File: config.mk
export PLATFORM = sky130hd
export DESIGN_NAME = touch_gesture_classifier_unit
export DESIGN_NICKNAME = d
export VERILOG_FILES = /design/src/tgc_pkg.sv /design/src/tgc_front.sv /design/src/tgc_queue.sv /design/src/tgc_back.sv /design/src/touch_gesture_classifier_unit.sv
export VERILOG_INCLUDE_DIRS = /design/src /design/src/src
export SDC_FILE = /design/constraint.sdc
export NUM_CORES = 1
export LEC_CHECK = 0
export BUFFER_PORTS_ARGS = -buffer_cell sky130_fd_sc_hd__buf_2
export CORE_ASPECT_RATIO = 0.6
export CORE_MARGIN = 2
export CORE_UTILIZATION = 35
export CTS_CLUSTER_SIZE = 16
export DETAILED_ROUTE_END_ITERATION = 10
export PLACE_DENSITY = 0.48
export SYNTH_ARGS = -nofsm -noshare
export SYNTH_HDL_FRONTEND = slang
export SYNTH_SLANG_ARGS = --single-unit
export TNS_END_PERCENT = 30
File: constraint.sdc
create_clock -name clk_i -period 6.6 [get_ports clk_i]
set_input_delay 0 -clock clk_i [delete_from_list [all_inputs] [get_ports clk_i]]
set_output_delay 0 -clock clk_i [all_outputs]
set_load 0.01 [all_outputs]
File: src/touch_gesture_classifier_unit_defines.svh
// ---------------------------------------------------------------------------
// Touch gesture classifier: assertion macros
// Shared concurrent assertion helpers, clocked on clk_i, off during reset.
// ---------------------------------------------------------------------------
`ifndef TOUCH_GESTURE_CLASSIFIER_UNIT_DEFINES_SVH
`define TOUCH_GESTURE_CLASSIFIER_UNIT_DEFINES_SVH

// Same-cycle implication
`define TGC_ASSERT_IMP(label, ante, cons) \
  label: assert property (@(posedge clk_i) disable iff (!rst_ni) (ante) |-> (cons)) \
    else $error("tgc assertion failed");

// Next-cycle implication
`define TGC_ASSERT_NXT(label, ante, cons) \
  label: assert property (@(posedge clk_i) disable iff (!rst_ni) (ante) |=> (cons)) \
    else $error("tgc assertion failed");

`endif

File: src/tgc_pkg.sv
// ---------------------------------------------------------------------------
// Touch gesture classifier package
// Screen geometry, register indexes, gesture codes and shared types.
// ---------------------------------------------------------------------------
`default_nettype none

package tgc_pkg;

  // Screen and raw panel geometry
  localparam int SCREEN_WIDTH  = 320;
  localparam int SCREEN_HEIGHT = 240;
  localparam int RAW_WIDTH     = 240;
  localparam int RAW_HEIGHT    = 320;

  // Signed width for rotate/mirror arithmetic on 12-bit raw points
  localparam int CALC_W = 14;

  // Classification constants
  localparam int SWIPE_MARGIN = 8;
  localparam int TAP_MIN_MS   = 12;

  // Queue between front and back
  localparam int QUEUE_DEPTH = 2;
  localparam int QPTR_W      = $clog2(QUEUE_DEPTH);
  localparam int QCNT_W      = $clog2(QUEUE_DEPTH + 1);

  // Register indexes
  localparam logic [2:0] CFG_ROTATION   = 3'd0;
  localparam logic [2:0] CFG_FLIP_X     = 3'd1;
  localparam logic [2:0] CFG_FLIP_Y     = 3'd2;
  localparam logic [2:0] CFG_SWIPE_MIN  = 3'd3;
  localparam logic [2:0] CFG_TAP_MOVE   = 3'd4;
  localparam logic [2:0] CFG_LONG_PRESS = 3'd5;

  // Rotation codes (others are identity)
  localparam logic [1:0] ROT_90  = 2'd1;
  localparam logic [1:0] ROT_270 = 2'd3;

  typedef enum logic [2:0] {
    GEST_NONE        = 3'd0,
    GEST_TAP         = 3'd1,
    GEST_LONG_PRESS  = 3'd2,
    GEST_SWIPE_LEFT  = 3'd3,
    GEST_SWIPE_RIGHT = 3'd4,
    GEST_SWIPE_UP    = 3'd5,
    GEST_SWIPE_DOWN  = 3'd6
  } gesture_e;

  typedef struct packed {
    logic [1:0]  rotation;
    logic        flip_x;
    logic        flip_y;
    logic [8:0]  swipe_min;
    logic [8:0]  tap_move_max;
    logic [15:0] long_press_ms;
  } cfg_t;

  // Decoded poll handed from front to back
  typedef struct packed {
    logic        touch;
    logic [8:0]  x;
    logic [7:0]  y;
    logic [31:0] now_ms;
  } poll_t;

  // Queue handshake status toward the back end
  typedef struct packed {
    logic full;
    logic valid;
  } qstat_t;

endpackage

`default_nettype wire

File: src/tgc_front.sv
// ---------------------------------------------------------------------------
// Touch gesture classifier front end
// Qualifies a poll as touch or release and maps the raw point to the screen.
// ---------------------------------------------------------------------------
`default_nettype none

module tgc_front
  import tgc_pkg::*;
(
  input  var cfg_t       cfg_i,
  input  var logic       read_ok_i,
  input  var logic [7:0] touch_status_i,
  input  var logic [7:0] x_high_i,
  input  var logic [7:0] x_low_i,
  input  var logic [7:0] y_high_i,
  input  var logic [7:0] y_low_i,
  input  var logic [31:0] now_ms_i,
  output poll_t          poll_o
);

  localparam logic signed [CALC_W-1:0] RawHm1 = CALC_W'(RAW_HEIGHT - 1);
  localparam logic signed [CALC_W-1:0] RawWm1 = CALC_W'(RAW_WIDTH - 1);
  localparam logic signed [CALC_W-1:0] ScrW   = CALC_W'(SCREEN_WIDTH);
  localparam logic signed [CALC_W-1:0] ScrH   = CALC_W'(SCREEN_HEIGHT);
  localparam logic signed [CALC_W-1:0] ScrWm1 = CALC_W'(SCREEN_WIDTH - 1);
  localparam logic signed [CALC_W-1:0] ScrHm1 = CALC_W'(SCREEN_HEIGHT - 1);

  logic signed [CALC_W-1:0] rx, ry, sx, sy, fx, fy, cx, cy;
  logic touch;

  // Saturate one axis to [0, size-1]
  function automatic logic signed [CALC_W-1:0] clamp_axis(
    input logic signed [CALC_W-1:0] v,
    input logic signed [CALC_W-1:0] size
  );
    logic signed [CALC_W-1:0] r;
    if (v[CALC_W-1]) begin
      r = '0;
    end else if (v >= size) begin
      r = size - CALC_W'(1);
    end else begin
      r = v;
    end
    return r;
  endfunction

  assign touch = read_ok_i && (touch_status_i[3:0] != 4'd0);
  assign rx = {2'b00, x_high_i[3:0], x_low_i};
  assign ry = {2'b00, y_high_i[3:0], y_low_i};

  // Rotation
  always_comb begin
    case (cfg_i.rotation)
      ROT_90: begin
        sx = RawHm1 - ry;
        sy = rx;
      end
      ROT_270: begin
        sx = ry;
        sy = RawWm1 - rx;
      end
      default: begin
        sx = rx;
        sy = ry;
      end
    endcase
  end

  // Mirror and clamp
  assign fx = cfg_i.flip_x ? (ScrWm1 - sx) : sx;
  assign fy = cfg_i.flip_y ? (ScrHm1 - sy) : sy;
  assign cx = clamp_axis(fx, ScrW);
  assign cy = clamp_axis(fy, ScrH);

  // No touch carries a zero point
  assign poll_o.touch  = touch;
  assign poll_o.x      = touch ? cx[8:0] : 9'd0;
  assign poll_o.y      = touch ? cy[7:0] : 8'd0;
  assign poll_o.now_ms = now_ms_i;

endmodule

`default_nettype wire

File: src/tgc_queue.sv
// ---------------------------------------------------------------------------
// Touch gesture classifier queue
// Short register FIFO that decouples the front end from the back end.
// ---------------------------------------------------------------------------
`default_nettype none

module tgc_queue
  import tgc_pkg::*;
(
  input  var logic  clk_i,
  input  var logic  rst_ni,
  input  var logic  push_i,
  input  var poll_t push_data_i,
  input  var logic  pop_i,
  output poll_t     pop_data_o,
  output qstat_t    stat_o
);

  poll_t entry_q [QUEUE_DEPTH];
  logic [QPTR_W-1:0] wr_ptr_q, rd_ptr_q;
  logic [QCNT_W-1:0] count_q;
  logic do_push, do_pop;

  assign stat_o.full  = (count_q == QCNT_W'(QUEUE_DEPTH));
  assign stat_o.valid = (count_q != '0);
  assign do_push = push_i && !stat_o.full;
  assign do_pop  = pop_i && stat_o.valid;

  // Pointers and fill count
  always_ff @(posedge clk_i or negedge rst_ni) begin
    if (!rst_ni) begin
      wr_ptr_q <= '0;
      rd_ptr_q <= '0;
      count_q  <= '0;
    end else begin
      if (do_push) begin
        wr_ptr_q <= (wr_ptr_q == QPTR_W'(QUEUE_DEPTH - 1)) ? '0 : wr_ptr_q + 1'b1;
      end
      if (do_pop) begin
        rd_ptr_q <= (rd_ptr_q == QPTR_W'(QUEUE_DEPTH - 1)) ? '0 : rd_ptr_q + 1'b1;
      end
      case ({do_push, do_pop})
        2'b10:   count_q <= count_q + 1'b1;
        2'b01:   count_q <= count_q - 1'b1;
        default: count_q <= count_q;
      endcase
    end
  end

  // Entry storage
  always_ff @(posedge clk_i) begin
    if (do_push) begin
      entry_q[wr_ptr_q] <= push_data_i;
    end
  end

  assign pop_data_o = entry_q[rd_ptr_q];

endmodule

`default_nettype wire

File: src/tgc_back.sv
// ---------------------------------------------------------------------------
// Touch gesture classifier back end
// Tracks the press and classifies it on release; holds the result register.
// ---------------------------------------------------------------------------
`default_nettype none

module tgc_back
  import tgc_pkg::*;
(
  input  var logic   clk_i,
  input  var logic   rst_ni,
  input  var cfg_t   cfg_i,
  input  var qstat_t qstat_i,
  input  var poll_t  poll_i,
  output logic       pop_o,
  output logic       out_valid_o,
  input  var logic   out_stall_i,
  output logic [2:0] gesture_o,
  output logic [8:0] tap_x_o,
  output logic [7:0] tap_y_o,
  output logic       touching_o,
  output logic [8:0] touch_x_o,
  output logic [7:0] touch_y_o,
  output logic       swiping_o
);

  // Press state
  logic        pressed_q, pressed_d;
  logic [31:0] press_time_q, press_time_d;
  logic [8:0]  start_x_q, start_x_d, last_x_q, last_x_d;
  logic [7:0]  start_y_q, start_y_d, last_y_q, last_y_d;
  logic        swipe_seen_q, swipe_seen_d;

  // Result register
  logic        out_valid_q;
  gesture_e    gesture_q, gesture_d;
  logic [8:0]  tap_x_q, tap_x_d, touch_x_q;
  logic [7:0]  tap_y_q, tap_y_d, touch_y_q;
  logic        touching_q;
  logic        swiping_q;

  // Working values
  logic [8:0]  mv_dx, rel_dx;
  logic [7:0]  mv_dy, rel_dy;
  logic [31:0] dur;
  logic        h_swipe, v_swipe, tap_ok, long_ok;

  assign pop_o = qstat_i.valid && (!out_valid_q || !out_stall_i);

  // Travel while pressed, against the start of this press
  always_comb begin
    start_x_d    = pressed_q ? start_x_q : poll_i.x;
    start_y_d    = pressed_q ? start_y_q : poll_i.y;
    mv_dx = (poll_i.x >= start_x_d) ? poll_i.x - start_x_d : start_x_d - poll_i.x;
    mv_dy = (poll_i.y >= start_y_d) ? poll_i.y - start_y_d : start_y_d - poll_i.y;
  end

  // Release travel and hold time
  assign rel_dx = (last_x_q >= start_x_q) ? last_x_q - start_x_q : start_x_q - last_x_q;
  assign rel_dy = (last_y_q >= start_y_q) ? last_y_q - start_y_q : start_y_q - last_y_q;
  assign dur    = poll_i.now_ms - press_time_q;

  assign h_swipe = (rel_dx >= cfg_i.swipe_min) &&
                   ({1'b0, rel_dx} > ({2'b00, rel_dy} + 10'(SWIPE_MARGIN)));
  assign v_swipe = ({1'b0, rel_dy} >= cfg_i.swipe_min) &&
                   ({2'b00, rel_dy} > ({1'b0, rel_dx} + 10'(SWIPE_MARGIN)));
  assign long_ok = (dur >= {16'd0, cfg_i.long_press_ms});
  assign tap_ok  = (dur >= 32'(TAP_MIN_MS)) && !long_ok &&
                   (rel_dx <= cfg_i.tap_move_max) &&
                   ({1'b0, rel_dy} <= cfg_i.tap_move_max);

  // Next state and result
  always_comb begin
    pressed_d    = pressed_q;
    press_time_d = press_time_q;
    last_x_d     = last_x_q;
    last_y_d     = last_y_q;
    swipe_seen_d = swipe_seen_q;
    gesture_d    = GEST_NONE;
    tap_x_d      = '0;
    tap_y_d      = '0;
    if (poll_i.touch) begin
      pressed_d    = 1'b1;
      press_time_d = pressed_q ? press_time_q : poll_i.now_ms;
      last_x_d     = poll_i.x;
      last_y_d     = poll_i.y;
      swipe_seen_d = (pressed_q && swipe_seen_q) ||
                     ((mv_dx >= cfg_i.swipe_min) && (mv_dx > {1'b0, mv_dy}));
    end else if (pressed_q) begin
      pressed_d    = 1'b0;
      swipe_seen_d = 1'b0;
      if (h_swipe) begin
        gesture_d = (last_x_q < start_x_q) ? GEST_SWIPE_LEFT : GEST_SWIPE_RIGHT;
      end else if (v_swipe) begin
        gesture_d = (last_y_q < start_y_q) ? GEST_SWIPE_UP : GEST_SWIPE_DOWN;
      end else if (tap_ok) begin
        gesture_d = GEST_TAP;
        tap_x_d   = last_x_q;
        tap_y_d   = last_y_q;
      end else if (long_ok) begin
        gesture_d = GEST_LONG_PRESS;
      end
    end
  end

  // State registers
  always_ff @(posedge clk_i or negedge rst_ni) begin
    if (!rst_ni) begin
      pressed_q    <= 1'b0;
      press_time_q <= '0;
      start_x_q    <= '0;
      start_y_q    <= '0;
      last_x_q     <= '0;
      last_y_q     <= '0;
      swipe_seen_q <= 1'b0;
      out_valid_q  <= 1'b0;
    end else begin
      if (pop_o) begin
        pressed_q    <= pressed_d;
        press_time_q <= press_time_d;
        if (poll_i.touch) begin
          start_x_q <= start_x_d;
          start_y_q <= start_y_d;
        end
        last_x_q     <= last_x_d;
        last_y_q     <= last_y_d;
        swipe_seen_q <= swipe_seen_d;
        out_valid_q  <= 1'b1;
      end else if (!out_stall_i) begin
        out_valid_q <= 1'b0;
      end
    end
  end

  // Result payload
  always_ff @(posedge clk_i) begin
    if (pop_o) begin
      gesture_q  <= gesture_d;
      tap_x_q    <= tap_x_d;
      tap_y_q    <= tap_y_d;
      touching_q <= poll_i.touch;
      touch_x_q  <= poll_i.x;
      touch_y_q  <= poll_i.y;
      swiping_q  <= poll_i.touch && swipe_seen_d;
    end
  end

  assign out_valid_o = out_valid_q;
  assign gesture_o   = gesture_q;
  assign tap_x_o     = tap_x_q;
  assign tap_y_o     = tap_y_q;
  assign touching_o  = touching_q;
  assign touch_x_o   = touch_x_q;
  assign touch_y_o   = touch_y_q;
  assign swiping_o   = swiping_q;

endmodule

`default_nettype wire

File: src/touch_gesture_classifier_unit.sv
// ---------------------------------------------------------------------------
// Touch gesture classifier unit
// Maps touch polls to screen points and reports tap, long press and swipes.
//
//   channel  handshake              payload
//   in       in_valid_i/in_stall_o  read_ok, status, x/y bytes, now_ms
//   out      out_valid_o/out_stall_i gesture, tap point, touch point, swiping
//   cfg      cfg_we_i               cfg_index_i, cfg_data_i
//
// One poll per cycle sustained while out_stall_i is low; the back end
// updates the press state with each poll it pops. A poll enters the
// two-entry queue, then the back end writes the result register.
// Reset restores register defaults and clears the press state and queue.
// Output stalls fill the queue; in_stall_o rises when it holds two polls.
// ---------------------------------------------------------------------------
`default_nettype none

`include "touch_gesture_classifier_unit_defines.svh"

module touch_gesture_classifier_unit
  import tgc_pkg::*;
(
  input  var logic        clk_i,
  input  var logic        rst_ni,
  input  var logic        cfg_we_i,
  input  var logic [2:0]  cfg_index_i,
  input  var logic [15:0] cfg_data_i,
  input  var logic        in_valid_i,
  output logic            in_stall_o,
  input  var logic        read_ok_i,
  input  var logic [7:0]  touch_status_i,
  input  var logic [7:0]  x_high_i,
  input  var logic [7:0]  x_low_i,
  input  var logic [7:0]  y_high_i,
  input  var logic [7:0]  y_low_i,
  input  var logic [31:0] now_ms_i,
  output logic            out_valid_o,
  input  var logic        out_stall_i,
  output logic [2:0]      gesture_o,
  output logic [8:0]      tap_x_o,
  output logic [7:0]      tap_y_o,
  output logic            touching_o,
  output logic [8:0]      touch_x_o,
  output logic [7:0]      touch_y_o,
  output logic            swiping_o
);

  cfg_t   cfg_q;
  poll_t  front_poll, head_poll;
  qstat_t qstat;
  logic   pop;

  // Configuration registers
  always_ff @(posedge clk_i or negedge rst_ni) begin
    if (!rst_ni) begin
      cfg_q.rotation      <= 2'd0;
      cfg_q.flip_x        <= 1'b0;
      cfg_q.flip_y        <= 1'b0;
      cfg_q.swipe_min     <= 9'd40;
      cfg_q.tap_move_max  <= 9'd16;
      cfg_q.long_press_ms <= 16'd1000;
    end else if (cfg_we_i) begin
      case (cfg_index_i)
        CFG_ROTATION:   cfg_q.rotation      <= cfg_data_i[1:0];
        CFG_FLIP_X:     cfg_q.flip_x        <= cfg_data_i[0];
        CFG_FLIP_Y:     cfg_q.flip_y        <= cfg_data_i[0];
        CFG_SWIPE_MIN:  cfg_q.swipe_min     <= cfg_data_i[8:0];
        CFG_TAP_MOVE:   cfg_q.tap_move_max  <= cfg_data_i[8:0];
        CFG_LONG_PRESS: cfg_q.long_press_ms <= cfg_data_i;
        default: ;
      endcase
    end
  end

  tgc_front u_front (
    .cfg_i          (cfg_q),
    .read_ok_i      (read_ok_i),
    .touch_status_i (touch_status_i),
    .x_high_i       (x_high_i),
    .x_low_i        (x_low_i),
    .y_high_i       (y_high_i),
    .y_low_i        (y_low_i),
    .now_ms_i       (now_ms_i),
    .poll_o         (front_poll)
  );

  assign in_stall_o = qstat.full;

  tgc_queue u_queue (
    .clk_i       (clk_i),
    .rst_ni      (rst_ni),
    .push_i      (in_valid_i),
    .push_data_i (front_poll),
    .pop_i       (pop),
    .pop_data_o  (head_poll),
    .stat_o      (qstat)
  );

  tgc_back u_back (
    .clk_i       (clk_i),
    .rst_ni      (rst_ni),
    .cfg_i       (cfg_q),
    .qstat_i     (qstat),
    .poll_i      (head_poll),
    .pop_o       (pop),
    .out_valid_o (out_valid_o),
    .out_stall_i (out_stall_i),
    .gesture_o   (gesture_o),
    .tap_x_o     (tap_x_o),
    .tap_y_o     (tap_y_o),
    .touching_o  (touching_o),
    .touch_x_o   (touch_x_o),
    .touch_y_o   (touch_y_o),
    .swiping_o   (swiping_o)
  );

  // A gesture is only reported on a release poll
  `TGC_ASSERT_IMP(a_gesture_on_release, out_valid_o && (gesture_o != GEST_NONE), !touching_o)
  // Release results carry no touch point and no swiping flag
  `TGC_ASSERT_IMP(a_release_clean, out_valid_o && !touching_o,
                  (touch_x_o == 9'd0) && (touch_y_o == 8'd0) && !swiping_o)
  // Back end drains the queue whenever the result register is free
  `TGC_ASSERT_NXT(a_queue_drains, qstat.valid && !out_valid_o, out_valid_o)

endmodule

`default_nettype wire
# Word level (Yosys, flattened, before mapping)
# Memories as Yosys holds them, arrays and structs flattened.
# Index checks and enable logic that the tools add are counted.
# Widths: inputs -> output; s select.
[word_totals] in_bits=97 ramBits=100 n_memories=1 register_bits=150
[mem_list] name="u_queue.entry_q" depth=2 width=50 rd=1 rd_clocked_by_memory_dff=0 wr=1 line_no="tgc_queue.sv:19" source="poll_t entry_q [QUEUE_DEPTH];"
[classes] n_reduce_logical=32 add_sub_neg=19 magnitude_cmp=18 bitwise=2 n_mux=32 n_eq_ne=11
[ops] cell="$pmux 14 s2" n=2
[ops] cell="$mux 9" n=6
[ops] cell="$mux 8" n=6
[ops] cell="$ge 9x9->1" n=4
[ops] cell="$sub 9x9->9" n=4
[ops] cell="$ge 32x16->1" n=1
[ops] cell="$ge 32x4->1 const B" n=1
[ops] cell="$sub 32x32->32" n=1
[ops] cell="$sub 8x8->8" n=4
[ops] cell="$mux 14" n=2
[ops] cell="$ge 8x8->1" n=2
[ops] cell="$ge 14x10->1 const B" n=1
[ops] cell="$ge 14x9->1 const B" n=1
[ops] cell="$reduce_and 2->1" n=7
[ops] cell="$sub 10x14->14 const A" n=1
[ops] cell="$sub 9x14->14 const A" n=1
[ops] cell="$sub 8x12->13 const A" n=1
[ops] cell="$sub 9x12->13 const A" n=1
[ops] cell="$logic_and 1x1->1" n=12
[ops] cell="$mux 3" n=4
[ops] cell="$add 9x4->10 const B" n=1
[ops] cell="$gt 8x10->1" n=1
[ops] cell="$gt 9x10->1" n=1
[ops] cell="$add 8x4->9 const B" n=1
[ops] cell="27 further kinds" n=48

# Logic depth before layout (Yosys ltp)
# Gate-level depths: netlist of run 1.
# An unclocked memory read counts as a cell.
[depth] word_depth=10 ltp_mapped=26 ltp_nobuf=24

# By module
# From an unflattened synthesis of run 1, not the netlist that was laid out.
[hier_totals] hier_cells=1784 hier_area_um2=18286.3
[modules_own_cells] module="tgc_back" seq_area_each_um2=2897.8 n_inst=1 area_per_inst_um2=11169.5 cells_per_inst=1265
[modules_own_cells] module="tgc_queue" seq_area_each_um2=3103.0 n_inst=1 area_per_inst_um2=3843.7 cells_per_inst=174
[modules_own_cells] module="tgc_front" seq_area_each_um2=0.0 n_inst=1 area_per_inst_um2=1775.5 cells_per_inst=261
[modules_own_cells] module="touch_gesture_classifier_unit" seq_area_each_um2=962.2 n_inst=1 area_per_inst_um2=1497.7 cells_per_inst=84

# Least setup slack after synthesis of run 1
# Ideal clock, no wire load.
[synth_path] path_type="register to register" startpoint="register u_queue.rd_ptr_q" endpoint="register u_back.tap_x_q[6] (netlist: u_back.tap_x_o[6]), data pin" period_less_slack_ns=5.330 arrival_ns=5.178 path_stages_with_launch=26 slack_ns=1.270 t_required_ns=6.447 path_buffers=4 cell_sequence="dfrtp_1 clkbuf_1 buf_1 clkbuf_1 mux2i_1 ha_1 fa_1 nor2b_1 o2111ai_1 a31oi_1 o21ai_0 nand2b_1 a21o_1 xnor2_1 inv_1 ha_1 a211oi_1 nor2_1 a221oi_1 o2111ai_1 nor4b_1 nor3b_1 and4_2 nand4_4 buf_6 nor3_4"
[synth_via] elab_chain_cells=9 elab_cells_between_ends=10 classes_between="add/sub (1); order compare (2); bitwise (1); reduce/logical (5); memory (1)"
[synth_lines] item="from (decl)" line_no="tgc_queue.sv:20" source="logic [QPTR_W-1:0] wr_ptr_q, rd_ptr_q;"
[synth_lines] item="from (signal assigned)" line_no="tgc_queue.sv:40" source="rd_ptr_q <= (rd_ptr_q == QPTR_W'(QUEUE_DEPTH - 1)) ? '0 : rd_ptr_q + 1'b1;"
[synth_lines] item="$mem_v2 2x50 (*)"
[synth_lines] item="$sub 32x32->32" line_no="tgc_back.sv:61" source="assign dur = poll_i.now_ms - press_time_q;"
[synth_lines] item="$ge 32x16->1" line_no="tgc_back.sv:67" source="assign long_ok = (dur >= {16'd0, cfg_i.long_press_ms});"
[synth_lines] item="$logic_not 1->1" line_no="tgc_back.sv:68" source="assign tap_ok = (dur >= 32'(TAP_MIN_MS)) && !long_ok &&"
[synth_lines] item="$logic_and 1x1->1 (2 in series)" line_no="tgc_back.sv:68"
[synth_lines] item="$logic_and 1x1->1" line_no="tgc_back.sv:69" source="(rel_dx <= cfg_i.tap_move_max) &&"
[synth_lines] item="$not 1->1 (no source line)"
[synth_lines] item="$reduce_or 5->1 (no source line) (*)"
[synth_lines] item="to (signal assigned)" line_no="tgc_back.sv:139" source="tap_x_q <= tap_x_d;"
[synth_lines] item="to (decl)" line_no="tgc_back.sv:37" source="logic [8:0] tap_x_q, tap_x_d, touch_x_q;"
# Every way passes the cells marked *; elsewhere a longest branch is shown, timed or not.
# A chain may end at the register's enable or synchronous reset.

# Worst setup path after layout of run 1
[layout_path] startpoint="register u_back.last_y_q[0]" endpoint="register u_back.tap_x_q[8] (netlist: u_back.tap_x_o[8]), data pin"
[layout_via] elab_chain_cells=6 elab_cells_between_ends=14 classes_between="add/sub (3); order compare (5); mux (1); bitwise (1); reduce/logical (4)"
[layout_lines] item="from (decl)" line_no="tgc_back.sv:31" source="logic [7:0] start_y_q, start_y_d, last_y_q, last_y_d;"
[layout_lines] item="from (signal assigned)" line_no="tgc_back.sv:126" source="last_y_q <= last_y_d;"
[layout_lines] item="$sub 8x8->8 / $ge 8x8->1 (equally long branches)" line_no="tgc_back.sv:60" source="assign rel_dy = (last_y_q >= start_y_q) ? last_y_q - start_y_q : start_y_q - last_y_q;"
[layout_lines] item="$mux 8 (*)" line_no="tgc_back.sv:60"
[layout_lines] item="$add 8x4->9 / $le 8x9->1 (equally long branches)" line_no="tgc_back.sv:64, tgc_back.sv:70"
[layout_lines] item="$gt 9x10->1 / $logic_and 1x1->1 (equally long branches)" line_no="tgc_back.sv:64, tgc_back.sv:69"
[layout_lines] item="$logic_and 1x1->1 / $not 1->1 (equally long branches)"
[layout_lines] item="$reduce_or 5->1 (no source line) (*)"
# Marks and branches as above.

==> results.json, run 1 <==
{
  "numCtsBuffers": 28,
  "cp-start-kind": "flip-flop",
  "required_ns": 6.99,
  "post_cts_resized": 0,
  "drv_slew": 0,
  "setup_viol": 0,
  "grt_max_degree": 87,
  "drtPass1Iterations": 7,
  "grt_overflow_total": 0,
  "finish.utilization": 0.420,
  "cts_tree": "built",
  "max_freq_mhz": 169,
  "fin_crit_sh": 0.897,
  "cpMostUsedCell": "a21oi_1",
  "clock_latency_ns": 0.58,
  "cts.sinks": 250,
  "synth_cell_types": 103,
  "synth_area_um2": 17800,
  "drc": 0,
  "synth_top_area_frac": 0.235,
  "crit_path_max_incr_delay_ns": 0.40,
  "die-width_um": 295,
  "postSynth.asyncResetShare": 0.444,
  "path_max_fanout": 9,
  "rsz0062_at_grt": "false",
  "fin_skew_ns": 0.0174,
  "synthCells": 1823,
  "core_area_um2": 49700,
  "wl_met1_um": 29600,
  "grt_pass1_vias": 13600,
  "antenna_found_initial": 2,
  "critPathBufInv": 3,
  "min_path_type": "primary input to flip-flop",
  "grt_pass1_wl_um": 80300,
  "die-height_um": 179,
  "cts_hold_buf": 66,
  "viasPerCell": 5.24,
  "htree_levels": 1,
  "grtUsageTotal": 0.198,
  "maxSlewHeadroom": 0.415,
  "max_cap_viol_count": 0,
  "synth_nets": 2114,
  "endpoint_kind": "flip-flop",
  "drtAntennaViolNets": 0,
  "gp_congestion": 0.896,
  "port_buffers": 125,
  "wire_per_inst_um": 19.1,
  "drt_iter0_markers": 1109,
  "wirelength_um": 52000,
  "clk_pin_slew_ns": 0.07,
  "hold_viol_final": 0,
  "cts_max_path_buffers": 3,
  "layout_commonest_cell": "ha_1",
  "critical_path_class": "flip-flop to flip-flop",
  "top_layer": "met4",
  "layout.nets": 2302,
  "crit_family": "compound AO/OA/AOI/OAI gates",
  "rows": 63,
  "via_count": 14200,
  "final.setup.tns_ns": 0,
  "syn_area_per_cell_um2": 9.75,
  "fin_crit_ns": 5.92,
  "synth_enable_flop_cells": 139,
  "yosysSeqAreaShare": 0.392,
  "ys_warn_count": 0,
  "synth_seq_cells": 250,
  "cp_slowest_cell": "nor2_1",
  "final_cell_mix": "185 x ha_1, 178 x inv_1, 166 x nand2_1, 140 x o21ai_0, 139 x edfxtp_1",
  "status": "complete, no violations",
  "syn_to_final_growth_pct": 17.7,
  "detailedPlacementHpwl_um": 40100,
  "drive_gt1_frac": 0.169,
  "post_cts_buffers": 0,
  "root_buffer": "clkbuf_16",
  "start_util": 0.357,
  "synth_top_cell_by_area": "edfxtp_1",
  "io_pins": 138,
  "worstPathArrival_ns": 6.31,
  "dieArea_um2": 52600,
  "crit_chain": "inv_1, ha_1, inv_1, fa_1, a21o_1, a21oi_1, o221ai_1, nor2_2, mux2_2, a21oi_1, o21ai_0, a21oi_1, xnor2_1, ha_1, a2111oi_0, o21ai_0, o311ai_0, nor2_1, o211a_1, nor2_1, nand4_4, buf_4, nor3_1",
  "met2_wirelength_um": 18200,
  "yosys-top-cells-area": "edfxtp_1 23%, dfrtp_1 14%, ha_1 13%, mux2_2 4.6%, o21ai_0 3.9%",
  "wl_met3_um": 3350,
  "worst-slew-pin-transition_ns": 0.871,
  "synth_flop_cell": "edfxtp_1"
}
-- sequential cells by signal, indices dropped and copies added (netlist names), 9 cells and up --
signal / flops
u_queue.entry_q: 100
cfg_q: 38
u_back.press_time_q: 32
u_back.last_x_q: 9
u_back.start_x_q: 9
u_back.tap_x_o: 9
u_back.touch_x_o: 9
-- per-stage QoR --
step	setup slack (ns)	hold WS (ns)	area, um^2	instances
4_1_cts	0.692	0.0110	20900	2715
3_5_place_dp	0.721	0.148	19200	2597
6_report	0.681	0.0403	20900	2716
3_3_place_gp	0.832	0.129	19200	2597
5_1_grt	0.197	0.0310	20900	2715
2_1_floorplan	1.27	-0.296	17800	1823
-- worst min-delay path, cell delays in order --
cell and delay (ns):
buf_2 0.11, mux2_2 0.20, and3b_1 0.18
-- cells in the mapped netlist (all sizes together), types with 4 or more instances --
cell and instances:
clkbuf 48, fa 9, o2111ai 5, a22oi 5, nand3 26, nand2b 19
or3 4, nand2 167, o211ai 13, nor4 7, and2 6, a21o 38
or2 5, mux2i 47, a31o 5, nand4b 4, o21ai 144, a211oi 16
o21a 18, o22ai 8, xor2 29, xnor2 58, and3 7, o21bai 9
nand4 30, a21boi 6, nor3b 7, edfxtp 139, a2111oi 5, o31ai 5
buf 14, inv 180, o221ai 5, mux2 73, a31oi 19, dfrtp 102
a21oi 132, ha 185, nor2b 22, nor3 42, a221oi 4, dfstp 9
nor2 98
-- per-layer routing --
metal / vias up / GRT usage
met4: 0 / 0.0317
li1: 6947 / -
met5: - / 0
met3: 40 / 0.0303
met1: 6867 / 0.342
met2: 369 / 0.248
-- kinds of logic (layout without fill, tap and decap cells) --
logic type,Yosys count,after routing,synth area share
AOI/OAI and AO/OA,473,473,0.171
xor gates and xnor gates,87,87,0.0433
adders and majority gates,194,194,0.140
buffers and inverters,243,453,0.0540
DFF,250,250,0.392
muxes,120,120,0.0727
other,0,1,0
and+or+nand+nor,456,456,0.127
-- final timing paths --
kind	startpoint	end	slack, ns	cells after the start
setup / recovery	u_back.last_y_q[0]$_DFFE_PN0P_	u_back.tap_x_o[8]$_SDFFCE_PP0P_	0.68	23
hold / removal	y_low_i[4]	u_queue.entry_q[1][36]$_DFFE_PP_	0.04	3
setup reg to reg	u_back.last_y_q[0]$_DFFE_PN0P_	u_back.tap_x_o[8]$_SDFFCE_PP0P_	0.68	23
hold reg to reg	cfg_q[26]$_DFFE_PN0P_	cfg_q[26]$_DFFE_PN0P_	0.51	1
max in group asynchronous	rst_ni	u_queue.rd_ptr_q$_DFFE_PN0P_	5.14	3
min in group asynchronous	rst_ni	u_back.press_time_q[22]$_DFFE_PN0P_	0.06	2
-- layout make-up --
cell class	instances	area [um^2]
antenna	1	2.50
clock buffer	41	896
clock inverter	11	133
fill	4865	28800
inverter	180	676
multi-input combinational	1330	9870
sequential	250	6960
tap	682	853
timing repair buffer	221	1510
Power of run 1 is left out: the tool's default activity adds up to more than one toggle a clock period on the data nets, which glitch-free logic cannot reach.
==> inputs of run 2 (changes only) <==
--- a/config.mk
+++ b/config.mk
@@ -10,6 +10,7 @@
 export CORE_ASPECT_RATIO = 0.6
 export CORE_MARGIN = 2
 export CORE_UTILIZATION = 35
+export CTS_BUF_LIST = sky130_fd_sc_hd__clkbuf_8
 export CTS_CLUSTER_SIZE = 16
 export DETAILED_ROUTE_END_ITERATION = 10
 export PLACE_DENSITY = 0.48
==> results.json, run 2 (synthesis results as in run 1) <==
{
  "multi_input_area_um2": 9870,
  "drc": 0,
  "rows": 63,
  "syn_to_final_growth_pct": 16.9,
  "gp_congestion": 0.896,
  "regMostFlops": "u_queue.entry_q",
  "wirelength_um": 52400,
  "fin_crit_sh": 0.906,
  "drtAntennaViolNets": 0,
  "hold_viol_final": 0,
  "endpoint_kind": "flip-flop",
  "detailedPlacementHpwl_um": 40100,
  "final-seq-area_um2": 6960,
  "viasPerCell": 5.24,
  "critical_path_class": "flip-flop to flip-flop",
  "nFillCells": 4929,
  "place_ws_ns": 0.721,
  "cp_slowest_cell": "o21ai_0",
  "htree_levels": 2,
  "largest_reg_flops": 100,
  "min_path_type": "primary input to async pin",
  "top_regs": "u_queue.entry_q (100), cfg_q (38), u_back.press_time_q (32)",
  "diodes": 0,
  "clk_pin_slew_ns": 0.07,
  "grt_max_degree": 87,
  "fin_crit_ns": 5.98,
  "worst-slew-pin-transition_ns": 0.881,
  "drv_slew": 0,
  "clock_latency_ns": 0.59,
  "start_util": 0.357,
  "io_pins": 138,
  "grt_overflow_total": 0,
  "maxSlewHeadroom": 0.409,
  "crit_path_max_incr_delay_ns": 0.54,
  "drtPass1Iterations": 5,
  "crit_chain": "buf_4, mux2_2, ha_1, nand2_1, o21ai_0, a21o_1, or2_2, xor2_1, ha_1, o21ai_0, nor2_1, a221oi_1, o2111ai_1, nor4b_1, nor3b_1, and4_2, nand4_4, buf_4, nor3_1",
  "dp.cells": 2597,
  "max_freq_mhz": 167,
  "status": "complete, no violations",
  "fin_skew_ns": 0.0368,
  "layout_setup_ws_ns": 0.620,
  "final.setup.tns_ns": 0,
  "via_count": 14400,
  "required_ns": 6.99,
  "cts_tree": "built",
  "setup_viol": 0,
  "numCtsBuffers": 43,
  "grtUsageTotal": 0.200,
  "antenna_found_initial": 2,
  "final_cell_mix": "201 x inv_1, 185 x ha_1, 166 x nand2_1, 140 x o21ai_0, 139 x edfxtp_1",
  "grt_pass1_vias": 13800,
  "rsz0062_at_grt": "false",
  "cts_max_path_buffers": 3,
  "cp-start-kind": "flip-flop",
  "max_cap_viol_count": 0,
  "worstPathArrival_ns": 6.37,
  "core_area_um2": 49700,
  "port_buffers": 125,
  "grt_pass1_wl_um": 80700,
  "path_max_fanout": 15,
  "root_buffer": "clkbuf_8",
  "die-width_um": 295,
  "drt_iter0_markers": 1121,
  "layout.nets": 2323,
  "drive_gt1_frac": 0.170,
  "layout_commonest_cell": "inv_1",
  "post_cts_buffers": 0,
  "die-height_um": 179,
  "wire_per_inst_um": 19.1,
  "cts.sinks": 250,
  "dieArea_um2": 52600,
  "final_cells": 2748
}
-- run 2: cell types whose count changed in the layout (fill, tap and decap cells not counted), sizes merged --
cell         previous run  this run
clkinv                  4         5
inv                   184       203
bufinv                  2         3
clkbuf                 41        45
diode                   1         0
clkinvlp                1         3
dlygate4sd3            66        72
-- run 2: final cells by class --
class / instances / area share
clock buffers: 45 / 0.0298
clock inverters: 34 / 0.0107
inverters: 180 / 0.0325
multi-input cells: 1330 / 0.475
flip-flops and latches: 250 / 0.335
well taps: 682 / 0.0411
repair buffers: 227 / 0.0758
-- run 2: worst paths after layout --
| kind | cells past startpoint | end | start | slack [ns] |
|---|---|---|---|---|
| max | 19 | u_back.tap_x_o[8]$_SDFFCE_PP0P_ | u_queue.rd_ptr_q$_DFFE_PN0P_ | 0.62 |
| min | 2 | u_back.start_x_q[0]$_DFFE_PN0P_ | rst_ni | 0.04 |
| max reg2reg | 19 | u_back.tap_x_o[8]$_SDFFCE_PP0P_ | u_queue.rd_ptr_q$_DFFE_PN0P_ | 0.62 |
| min reg2reg | 1 | cfg_q[26]$_DFFE_PN0P_ | cfg_q[26]$_DFFE_PN0P_ | 0.51 |
| max in group asynchronous | 3 | u_queue.rd_ptr_q$_DFFE_PN0P_ | rst_ni | 5.17 |
| min in group clk_i | 3 | u_queue.entry_q[1][36]$_DFFE_PP_ | x_low_i[4] | 0.07 |
-- run 2: repair_timing --
| action | in CTS | in global routing |
|---|---|---|
| setup endpoints to repair | 0 | 0 |
| endpoints found under the hold margin | 163 | 0 |
| hold buffers | 72 | 0 |
| resized for setup | 0 | 0 |
-- run 2: worst max-delay path, delay by kind of cell (launching register included) --
kind                     cells  cell delay, ns
flip-flops                   1            0.46
XOR/XNOR                     1            0.24
AO/OA/AOI/OAI                5            1.43
multiplexers                 1            0.38
adder cells (fa/ha/maj)      2            0.72
buffers and inverters        2            0.59
AND/OR/NAND/NOR              8            1.92
-- run 2: layer usage --
metal	global-route usage	wire length, um	vias to the layer above
met1	0.343	30200	6990
met2	0.250	18500	364
li1	-	-	6988
met3	0.0335	3070	48
met5	0	0	-
met4	0.0321	604	0
-- run 2: stage by stage --
| step | util | hold WS [ns] | instance area (um^2) |
|---|---|---|---|
| floorplan | - | -0.296 | 17800 |
| global placement | 0.386 | 0.129 | 19200 |
| detailed placement | 0.386 | 0.148 | 19200 |
| CTS | 0.418 | 0.0342 | 20800 |
| global route | 0.418 | 0.0587 | 20800 |
| finish | 0.418 | 0.0438 | 20800 |
Power of run 2 is left out for the same reason.
==> inputs of run 3 (changes only) <==
--- a/config.mk
+++ b/config.mk
@@ -16,5 +16,6 @@
 export PLACE_DENSITY = 0.48
 export SYNTH_ARGS = -nofsm -noshare
 export SYNTH_HDL_FRONTEND = slang
+export SYNTH_HIERARCHICAL = 1
 export SYNTH_SLANG_ARGS = --single-unit
 export TNS_END_PERCENT = 30
==> results.json, run 3 <==
{
  "drive_gt1_frac": 0.193,
  "endpoint_kind": "flip-flop",
  "final_cell_mix": "189 x inv_1, 185 x ha_1, 139 x edfxtp_1, 133 x mux2_2, 124 x buf_2",
  "root_buffer": "clkbuf_8",
  "clock_latency_ns": 0.59,
  "required_ns": 7.03,
  "layout_commonest_cell": "inv_1",
  "critical_path_class": "flip-flop to flip-flop",
  "rows": 64,
  "die-width_um": 299,
  "fin_skew_ns": 0.0334,
  "maxSlewHeadroom": 0.173,
  "clk_pin_slew_ns": 0.06,
  "crit_path_max_incr_delay_ns": 0.66,
  "regMostFlops": "u_queue/entry_q",
  "cts_max_path_buffers": 3,
  "wire_per_inst_um": 19.6,
  "drtAntennaViolNets": 0,
  "cp_slowest_cell": "dfrtp_2",
  "yosysMostFrequentCell": "ha_1",
  "drt_iter0_markers": 1336,
  "status": "complete, no violations",
  "cp-start-kind": "flip-flop",
  "crit_chain": "buf_4, mux2_2, ha_1, a21oi_1, o21a_1, a21boi_0, a21boi_0, xnor2_1, ha_1, a21oi_1, nand2_1, o2bb2ai_1, nor4_1, o211a_1, o2111ai_1, or4_1, or4_4, nor4b_4, buf_12, and2_1",
  "drtPass1Iterations": 5,
  "top_regs": "u_queue/entry_q (100), cfg_q (38), u_back/press_time_q (32)",
  "yosys-top-cells-area": "edfxtp_1 23%, dfrtp_1 14%, ha_1 13%, mux2_2 8.2%, inv_1 3.6%",
  "via_count": 13900,
  "postSynth.asyncResetShare": 0.444,
  "worstPathArrival_ns": 6.56,
  "synth_flop_cell": "edfxtp_1",
  "numCtsBuffers": 42,
  "gp_congestion": 0.881,
  "wirelength_um": 52200,
  "dieArea_um2": 54200,
  "worst-slew-pin-transition_ns": 1.24,
  "detailedPlacementHpwl_um": 39800,
  "grt_pass1_wl_um": 80200,
  "yosysSeqAreaShare": 0.381,
  "max_cap_viol_count": 0,
  "cts_tree": "built",
  "synth_nets": 2075,
  "synth_seq_cells": 250,
  "viasPerCell": 5.22,
  "path_max_fanout": 18,
  "antenna_found_initial": 0,
  "post_cts_buffers": 0,
  "grt_pass1_vias": 13400,
  "multi_input_area_um2": 10100,
  "grtUsageTotal": 0.191,
  "layout.nets": 2234,
  "final-seq-area_um2": 6960,
  "largest_reg_flops": 100,
  "synthCells": 1784,
  "fin_crit_ns": 6.13,
  "rsz0062_at_grt": "false",
  "diodes": 0,
  "final.setup.tns_ns": 0,
  "drv_slew": 0,
  "fin_crit_sh": 0.929,
  "ys_warn_count": 6,
  "synth_area_um2": 18300,
  "synth_enable_flop_cells": 139,
  "die-height_um": 181,
  "core_area_um2": 51200,
  "io_pins": 138,
  "cts.sinks": 250,
  "min_path_type": "primary input to flip-flop",
  "drc": 0,
  "synth_cell_types": 99,
  "grt_max_degree": 67,
  "crit_family": "simple AND/OR/NAND/NOR gates",
  "synth_top_cell_by_area": "edfxtp_1",
  "synth_top_area_frac": 0.228,
  "critPathBufInv": 2,
  "syn_to_final_growth_pct": 13.9,
  "port_buffers": 125,
  "hold_viol_final": 0,
  "synthTopCellsByCount": "185 x ha_1, 177 x inv_1, 139 x edfxtp_1, 133 x mux2_2, 121 x a21oi_1",
  "htree_levels": 2,
  "start_util": 0.357,
  "nFillCells": 5091,
  "setup_viol": 0,
  "grt_overflow_total": 0,
  "max_freq_mhz": 163,
  "syn_area_per_cell_um2": 10.3
}
==> run 3: changes by cell type after synthesis, moves of 11 or more <==
cell,previous run,this run
and2_1,6,26
buf_4,1,36
clkbuf_1,46,31
mux2_2,73,133
nand2_1,166,82
nand4_1,29,17
nor3_1,32,21
o21ai_0,140,90
==> run 3: worst register-to-register path, cell delays in order (launching register included) <==
cell and delay, ns:
dfrtp_2 0.66, buf_4 0.23, mux2_2 0.34, ha_1 0.41, a21oi_1 0.41, o21a_1 0.32
a21boi_0 0.19, a21boi_0 0.24, xnor2_1 0.21, ha_1 0.31, a21oi_1 0.16, nand2_1 0.12
o2bb2ai_1 0.14, nor4_1 0.22, o211a_1 0.22, o2111ai_1 0.11, or4_1 0.47, or4_4 0.52
nor4b_4 0.35, buf_12 0.20, and2_1 0.16
==> run 3: per-layer routing <==
| layer | part of all wire | vias up | GRT usage |
|---|---|---|---|
| met5 | 0 | - | 0 |
| met4 | 0.013 | 0 | 0.0306 |
| met3 | 0.066 | 50 | 0.0381 |
| met2 | 0.37 | 396 | 0.247 |
| met1 | 0.55 | 6707 | 0.317 |
| li1 | - | 6772 | - |
==> run 3: area by class of cell <==
cell class	count	share of cell area
well taps	693	0.0416
clock buffers	43	0.0284
repair buffers	209	0.0687
flip-flops and latches	250	0.334
multi-input cells	1262	0.484
inverters	178	0.0321
clock inverters	32	0.0102
==> run 3: cells by family after synthesis <==
family / after synthesis / synth area share
compound gates: 437 / 0.158
buf+inv: 272 / 0.0683
fa+ha+maj: 194 / 0.136
flops: 250 / 0.381
mux: 178 / 0.107
simple gates: 370 / 0.110
xor+xnor: 83 / 0.0398
==> run 3: metrics by stage <==
| step | utilization | hold WS [ns] | worst slack (ns) | cells | cell area [um^2] |
|---|---|---|---|---|---|
| 6_report | 0.406 | 0.0615 | 0.467 | 2667 | 20800 |
| 5_1_grt | 0.406 | 0.0565 | 0.135 | 2667 | 20800 |
| 4_1_cts | 0.406 | 0.0197 | 0.353 | 2667 | 20800 |
| 3_5_place_dp | 0.379 | 0.191 | 0.415 | 2533 | 19400 |
| 3_3_place_gp | 0.379 | 0.188 | 0.481 | 2533 | 19400 |
| 2_1_floorplan | - | -0.296 | 1.39 | 1784 | 18300 |
==> run 3: final timing paths <==
kind                       slack [ns]                            from                          endpoint  depth (start not counted)
max                              0.47    u_queue/rd_ptr_q$_DFFE_PN0P_   u_back/tap_y_o[3]$_SDFFCE_PP0P_                         20
min                              0.06                      x_low_i[2]  u_queue/entry_q[0][42]$_DFFE_PP_                          4
max reg2reg                      0.47    u_queue/rd_ptr_q$_DFFE_PN0P_   u_back/tap_y_o[3]$_SDFFCE_PP0P_                         20
min reg2reg                      0.49  u_queue/count_q[1]$_DFFE_PN0P_    u_queue/count_q[1]$_DFFE_PN0P_                          1
max in group asynchronous        5.17                          rst_ni      u_queue/rd_ptr_q$_DFFE_PN0P_                          3
min in group asynchronous        0.09                          rst_ni   u_back/start_x_q[4]$_DFFE_PN0P_                          2
==> run 3: repair_timing <==
item,CTS,global route
endpoints found under the hold margin,175,0
gates resized for setup,0,1
endpoints found under the setup margin,0,17
hold buffers,59,0
Power of run 3 is left out for the same reason.
